==> src/ciata_pkg.sv <==
// Package for the timer A / interrupt unit.
// Types, register address map and constants shared by the core and the top level.
// No dependencies.
package ciata_pkg;

    localparam logic [15:0] RESET_COUNT = 16'hffff;
    localparam logic [4:0]  MASK_RESET  = 5'h1f;
    localparam logic [7:0]  CTRL_WMASK  = 8'hef;
    localparam int          STORE_DEPTH = 16;
    localparam int          ADDR_BITS   = 4;

    localparam logic [3:0] ADDR_LATCH_LO = 4'h4;
    localparam logic [3:0] ADDR_LATCH_HI = 4'h5;
    localparam logic [3:0] ADDR_ICR      = 4'hd;
    localparam logic [3:0] ADDR_CRA      = 4'he;
    localparam logic [3:0] ADDR_CRB      = 4'hf;

    localparam int CRA_START   = 0;
    localparam int CRA_ONESHOT = 3;
    localparam int CRA_LOAD    = 4;
    localparam int ICR_SET     = 7;
    localparam int FLAG_REQ    = 7;
    localparam int FLAG_TA     = 0;

    typedef enum logic [1:0] {
        MODE_TICK  = 2'd0,
        MODE_READ  = 2'd1,
        MODE_WRITE = 2'd2,
        MODE_NONE  = 2'd3
    } t_mode;

    typedef struct packed {
        t_mode      mode;
        logic [7:0] reg_addr;
        logic [7:0] write_data;
    } t_item;

    typedef struct packed {
        logic [7:0] read_data;
        logic       irq_line;
        logic       timer_underflow;
    } t_result;

endpackage

==> src/ciata_core.sv <==
// Timer A, interrupt flag/mask logic, register file and lock register.
// Updates all state but the lock register for one transaction per step and returns its result combinationally.
// Depends on ciata_pkg.
module ciata_core (
    input  logic              i_clk,
    input  logic              i_rst_n,
    input  logic              i_cfg_we,
    input  logic              i_cfg_wdata,
    input  logic              i_step,
    input  ciata_pkg::t_item  i_item,
    output ciata_pkg::t_result o_result
);

    logic [15:0] r_count, n_count;
    logic [15:0] r_latch, n_latch;
    logic [7:0]  r_cra, n_cra;
    logic [7:0]  r_crb, n_crb;
    logic [4:0]  r_mask, n_mask;
    logic [7:0]  r_flags, n_flags;
    logic        r_lock;
    logic [7:0]  r_store [ciata_pkg::STORE_DEPTH];

    logic        in_range;
    logic [3:0]  addr;
    logic [7:0]  wdata;
    logic        store_we;
    logic [7:0]  rd;
    logic        uf;
    logic [7:0]  tick_flags;

    always_comb begin
        in_range   = (i_item.reg_addr[7:ciata_pkg::ADDR_BITS] == '0);
        addr       = i_item.reg_addr[ciata_pkg::ADDR_BITS-1:0];
        wdata      = i_item.write_data;
        n_count    = r_count;
        n_latch    = r_latch;
        n_cra      = r_cra;
        n_crb      = r_crb;
        n_mask     = r_mask;
        n_flags    = r_flags;
        store_we   = 1'b0;
        rd         = 8'h00;
        uf         = 1'b0;
        tick_flags = r_flags | 8'h01;
        case (i_item.mode)
            ciata_pkg::MODE_TICK: begin
                if (r_cra[ciata_pkg::CRA_START]) begin
                    if (r_count == 16'h0000) begin
                        uf      = 1'b1;
                        n_count = r_latch;
                        if (r_cra[ciata_pkg::CRA_ONESHOT]) begin
                            n_cra[ciata_pkg::CRA_START] = 1'b0;
                        end
                        n_flags = tick_flags;
                        if ((r_mask & tick_flags[4:0]) != '0) begin
                            n_flags[ciata_pkg::FLAG_REQ] = 1'b1;
                        end
                    end else begin
                        n_count = r_count - 16'd1;
                    end
                end
            end
            ciata_pkg::MODE_READ: begin
                if (in_range) begin
                    case (addr)
                        ciata_pkg::ADDR_LATCH_LO: rd = r_latch[7:0];
                        ciata_pkg::ADDR_LATCH_HI: rd = r_latch[15:8];
                        ciata_pkg::ADDR_ICR: begin
                            rd = r_flags;
                            if (r_flags[ciata_pkg::FLAG_REQ]) begin
                                n_flags = 8'h00;
                            end
                        end
                        ciata_pkg::ADDR_CRA:      rd = r_cra;
                        ciata_pkg::ADDR_CRB:      rd = r_crb;
                        default:                  rd = r_store[addr];
                    endcase
                end
            end
            ciata_pkg::MODE_WRITE: begin
                if (in_range) begin
                    store_we = 1'b1;
                    if (!r_lock) begin
                        case (addr)
                            ciata_pkg::ADDR_LATCH_LO: n_latch = {r_latch[15:8], wdata};
                            ciata_pkg::ADDR_LATCH_HI: begin
                                n_latch = {wdata, r_latch[7:0]};
                                if (!r_cra[ciata_pkg::CRA_START]) begin
                                    n_count = {wdata, r_latch[7:0]};
                                end
                            end
                            ciata_pkg::ADDR_ICR: begin
                                if (wdata[ciata_pkg::ICR_SET]) begin
                                    n_mask = r_mask | wdata[4:0];
                                end else begin
                                    n_mask = r_mask & ~wdata[4:0];
                                end
                                if ((n_mask & r_flags[4:0]) != '0) begin
                                    n_flags[ciata_pkg::FLAG_REQ] = 1'b1;
                                end
                            end
                            ciata_pkg::ADDR_CRA: begin
                                if (wdata[ciata_pkg::CRA_LOAD]) begin
                                    n_count = r_latch;
                                end
                                n_cra = wdata & ciata_pkg::CTRL_WMASK;
                            end
                            ciata_pkg::ADDR_CRB: n_crb = wdata & ciata_pkg::CTRL_WMASK;
                            default: begin
                            end
                        endcase
                    end
                end
            end
            default: begin
            end
        endcase
        o_result.read_data       = rd;
        o_result.irq_line        = n_flags[ciata_pkg::FLAG_REQ];
        o_result.timer_underflow = uf;
    end

    always_ff @(posedge i_clk) begin
        if (!i_rst_n) begin
            r_count <= ciata_pkg::RESET_COUNT;
            r_latch <= ciata_pkg::RESET_COUNT;
            r_cra   <= 8'h00;
            r_crb   <= 8'h00;
            r_mask  <= ciata_pkg::MASK_RESET;
            r_flags <= 8'h00;
            r_lock  <= 1'b0;
            for (int i = 0; i < ciata_pkg::STORE_DEPTH; i++) begin
                r_store[i] <= 8'h00;
            end
        end else begin
            if (i_cfg_we) begin
                r_lock <= i_cfg_wdata;
            end
            if (i_step) begin
                r_count <= n_count;
                r_latch <= n_latch;
                r_cra   <= n_cra;
                r_crb   <= n_crb;
                r_mask  <= n_mask;
                r_flags <= n_flags;
                if (store_we) begin
                    r_store[addr] <= wdata;
                end
            end
        end
    end

endmodule

==> src/cia_timer_a_interrupt_unit_top.sv <==
// Each transaction passes the input register, then the result register.
// Throughput: one transaction per cycle unless stalled; timer/flag state updates as the item
// leaves the input register, so consecutive items see each other's effects.
// Reset (i_rst_n low, synchronous): both stages empty, count and latch 0xffff,
// controls and flags zero, mask 0x1f, readback store zero, lock off.
module cia_timer_a_interrupt_unit_top (
    input  logic        i_clk,
    input  logic        i_rst_n,
    input  logic        i_cfg_we,
    input  logic        i_cfg_wdata,
    input  logic        s_axis_tvalid,
    output logic        s_axis_tready,
    input  logic [1:0]  s_axis_tuser,  // [1:0] mode
    input  logic [15:0] s_axis_tdata,  // [7:0] reg_addr, [15:8] write_data
    output logic        m_axis_tvalid,
    input  logic        m_axis_tready,
    output logic [15:0] m_axis_tdata   // [7:0] read_data, [8] irq_line, [9] timer_underflow
);

    logic               r_in_valid;
    ciata_pkg::t_item   r_item;
    logic               r_out_valid;
    ciata_pkg::t_result r_result;
    ciata_pkg::t_result result;
    logic               step;

    assign step          = r_in_valid && (!r_out_valid || m_axis_tready);
    assign s_axis_tready = !r_in_valid || step;

    always_ff @(posedge i_clk) begin
        if (!i_rst_n) begin
            r_in_valid  <= 1'b0;
            r_out_valid <= 1'b0;
        end else begin
            if (s_axis_tready) begin
                r_in_valid <= s_axis_tvalid;
            end
            if (step) begin
                r_out_valid <= 1'b1;
            end else if (m_axis_tready) begin
                r_out_valid <= 1'b0;
            end
        end
    end

    always_ff @(posedge i_clk) begin
        if (s_axis_tready && s_axis_tvalid) begin
            r_item.mode       <= ciata_pkg::t_mode'(s_axis_tuser);
            r_item.reg_addr   <= s_axis_tdata[7:0];
            r_item.write_data <= s_axis_tdata[15:8];
        end
        if (step) begin
            r_result <= result;
        end
    end

    ciata_core u_core (
        .i_clk       (i_clk),
        .i_rst_n     (i_rst_n),
        .i_cfg_we    (i_cfg_we),
        .i_cfg_wdata (i_cfg_wdata),
        .i_step      (step),
        .i_item      (r_item),
        .o_result    (result)
    );

    assign m_axis_tvalid = r_out_valid;
    assign m_axis_tdata  = {6'b000000, r_result.timer_underflow, r_result.irq_line,
                            r_result.read_data};

endmodule

==> config.mk <==
export PLATFORM = sky130hd
export DESIGN_NAME = cia_timer_a_interrupt_unit_top
export DESIGN_NICKNAME = d
export VERILOG_FILES = /design/src/ciata_pkg.sv /design/src/ciata_core.sv /design/src/cia_timer_a_interrupt_unit_top.sv
export SDC_FILE = /design/constraint.sdc
export NUM_CORES = 1
export LEC_CHECK = 0
export BUFFER_PORTS_ARGS = -buffer_cell sky130_fd_sc_hd__buf_2
export CAP_MARGIN = 15
export CORE_MARGIN = 2
export CORE_UTILIZATION = 50
export CTS_CLUSTER_SIZE = 30
export DETAILED_ROUTE_END_ITERATION = 7
export GPL_TIMING_DRIVEN = 0
export PLACE_DENSITY = 0.67
export SLEW_MARGIN = 0
export SYNTH_ARGS = -nofsm -noshare
export SYNTH_HDL_FRONTEND = slang
export SYNTH_SLANG_ARGS = --single-unit
==> constraint.sdc <==
create_clock -name i_clk -period 6.3 [get_ports i_clk]
set_input_delay 0.945 -clock i_clk [delete_from_list [all_inputs] [get_ports i_clk]]
set_output_delay 0.945 -clock i_clk [all_outputs]
set_load 0.02 [all_outputs]
==> impl_results.md <==
- Synth area leaders: edfxtp_1 46%, dfxtp_1 11%, and2_1 8.1%
- Logic pwr share: 0.079
- Vias in the first global route: 6818
- Worst-Skew Late Latency: a little over 500 ps
- Top_reg_cell synth: edfxtp_1
- Count leader, synth: edfxtp_1
- Yosys top cell by area: edfxtp_1
- Crit. path cell count: 6
- # IOs: 42
- Final Util: 0.571
- Via/cell ratio: 5.76
- Fmax: 283 MHz
- RSZ-0062 raised after global routing: false
- Netlist cell types: 64
- Clock power share: 0.420
- Worst-margin pin slew: around 1100 ps
- Clock transition at path regs: 60 ps
- Skew final: 13.6 ps
- Seq. cell area: 5810 µm²
- Post-synth top area share: 0.461
- Crit path kind: flop to flop
- GR Overflow Total: 0
- DRT iter0 DRCs: 577
- Cells after Synth: about 840
- CTS tree: yes
- Pwr dens: between 200 and 300 nW/µm²
- Switching pwr: ~0.0007 W
- GP Congestion: 0.972
- Root Driver: clkbuf_16
- Crit-path leading delay family: simple AND/OR/NAND/NOR gates
- Critical Path Start Type: flop
- Bufs and invs on worst path: 1
- Worst Path Arrival: 3680 ps
- DRC violations left: 0
- CP peak stage delay: 920 ps
- HP Class: flop to flop
- CTS Buffer Depth: 3
- Worst-case reg-to-reg path depth: 6
- Critical path destination: u_core.r_store[7][5]$_SDFFCE_PN0P_
- Post-Route WL: 27.2 mm
- Standard-cell rows: 52
- Status: finished clean
- Die Height: 147 µm
- Synthesized flop and latch total: between 200 and 250
- CP startpoint: r_item[13]$_DFFE_PP_
- Syn-to-layout area delta: 13.1%
- PortBufs: 35
- Num Clock Sinks: about 210
- Internal power contribution: between 0.002 and 0.0025 W
- Hold Fails Final Rpt: 0
- Total die area: 21500 µm²
- Post-synth EDFFs: 156
- Antenna-violating nets left: 0
- Sequential area share after synthesis: 0.571
- Per-cell routed wire length: 22.7 µm
- CTS HTree Levels: 1
- Largest net degree at the start of global routing: 20
- YS warnings: 0
- Commonest cells in the netlist: 156 x edfxtp_1, 132 x and2_1, 60 x nand2_1
- Setup TNS: 0 ps
- CP max stage cell: nor3_1
- Final slew viol count: 0
- Max Cap Viol: 0
- Die Width: 147 µm
- Postcts setup bufs: 0
- Rel. slew slack: 0.266
- Ratio of cells with drive above 1 in the final layout: 0.165
- Total track usage: 0.257
- Critical path endpoint category: flop
- Global-route wire length before repair: 41.5 mm
- Multi-input gate area: roughly 4000 µm²
- Lkg Pwr: 4.34 nW
- Crit path cell chain: or4_1 > nor2_1 > nand2_1 > clkbuf_1 > nor3_1 > nand2b_1
- # setup viols final: 0
- Hold WS: slightly below 500 ps
- Fin crit period: 3530 ps
- Cts hold-fix bufs: 0
- Number of diodes: 0
- Worst endpoint required time: 6450 ps
- Cts bufs inserted: 23
- Sw Ratio: 0.230
- Nets: 938
- DR vias: 6906
- Starting density of the core: 0.505
- Mapped Avg Cell Area: around 12 µm²
- CTS resizes: 0
- Final HPWL DP: 19.5 mm
- RR Endpoint: u_core.r_store[7][5]$_SDFFCE_PN0P_
- Final period util: 0.560
- Internal reg-to-reg setup slack: 2770 ps
- Filler Cell Count: about 1700
- Core ar.: 20100 µm²
- Reg2reg start: r_item[13]$_DFFE_PP_
- Initial antenna violation count: 0
- CP max FO: 10
- Detailed Routing Iterations Pass 1: 5
- Seq pwr share: 0.501
- Peak VDD IR: 0.000239 V
- Synthesized cell area: 10200 µm²
- Async SR Flop Fraction: 0
## cells in the final DEF (no fill, tap or decap), drive strengths merged, types with 5 or more instances in the layout
cell type  Yosys  layout
buf           19      63
a32oi          7       7
nand3         14      14
nor3          18      18
edfxtp       156     156
a221oi         8       8
a31oi          8       8
nand2         60      60
mux4          32      32
a21oi         19      19
nand2b        18      18
conb           1       6
clkinv         0       5
nor2          49      49
clkbuf        44      78
and2         132     132
dfxtp         56      56
inv           20      21
nor4           7       7
nand4          5       5
mux2          11      11
mux2i         54      54
o21ai         34      34
## metal layers
layer	vias up	GRT usage	wire length (µm)
li1	3216	-	-
met3	54	0.0356	1480
met5	-	0	0
met1	3378	0.345	11500
met4	0	0.0845	879
met2	258	0.435	13300
## worst min-delay path: cells and delay by family (launching register included)
family	cells	cell delay [ps]
DFF	1	330
and+or+nand+nor	1	70
muxes	1	60
## registers in the layout, indices dropped and copies added, names as in the netlist, 2 cells and up, named ones only
signal / flops
u_core.r_count: 16
u_core.r_latch: 16
u_core.r_crb: 7
m_axis_tdata: 10
r_item: 18
u_core.r_cra: 7
u_core.r_store: 128
u_core.r_flags: 2
## power by group through the flow
stage / combinational [W] / clock (W) / sequential (W)
floorplan: 0.000154 / 0 / 0.00158
detailed placement: 0.000244 / 0 / 0.00159
CTS: 0.000245 / 0.00132 / 0.00156
global route: 0.000262 / 0.00137 / 0.00156
finish: 0.000246 / 0.00131 / 0.00156
global placement: 0.000243 / 0 / 0.00159
## worst min path at each step
stage / slack [ps] / start / to / cells past startpoint
2_1_floorplan: 450 / u_core.r_latch[12]$_SDFFE_PN1P_ / u_core.r_latch[12]$_SDFFE_PN1P_ / 2
6_report: 500 / u_core.r_crb[6]$_SDFFE_PN0P_ / u_core.r_crb[6]$_SDFFE_PN0P_ / 2
5_1_grt: 500 / u_core.r_latch[12]$_SDFFE_PN1P_ / u_core.r_latch[12]$_SDFFE_PN1P_ / 2
4_1_cts: 490 / u_core.r_latch[12]$_SDFFE_PN1P_ / u_core.r_latch[12]$_SDFFE_PN1P_ / 2
3_3_place_gp: 460 / u_core.r_latch[12]$_SDFFE_PN1P_ / u_core.r_latch[12]$_SDFFE_PN1P_ / 2
3_5_place_dp: 470 / u_core.r_latch[12]$_SDFFE_PN1P_ / u_core.r_latch[12]$_SDFFE_PN1P_ / 2
## cells by family after synthesis
| family | share of synthesized area |
|---|---|
| other cells | 0.000369 |
| fa+ha+maj | 0.00246 |
| flops | 0.571 |
| xor+xnor | 0.00172 |
| buf+inv | 0.0347 |
| compound gates | 0.0740 |
| mux | 0.136 |
| simple gates | 0.179 |
## layout make-up
type,count,share of cell area
inverter,20,0.00654
timing repair buffer,44,0.0196
multi-input combinational,548,0.351
clock buffer,34,0.0577
sequential,212,0.505
clock inverter,8,0.00610
tap,270,0.0294
buffer,63,0.0242
## metrics by stage
step / total power [W] / area (µm²) / setup slack, ps / instances
2_1_floorplan: 0.00174 / 10200 / 3660 / 843
3_3_place_gp: 0.00183 / 10700 / 2380 / 1148
3_5_place_dp: 0.00183 / 10700 / 2610 / 1155
4_1_cts: 0.00312 / 11500 / 2860 / 1197
5_1_grt: 0.00320 / 11500 / 2620 / 1199
6_report: 0.00311 / 11500 / 2770 / 1199
Note: power is estimated with default switching activity, not from simulation.
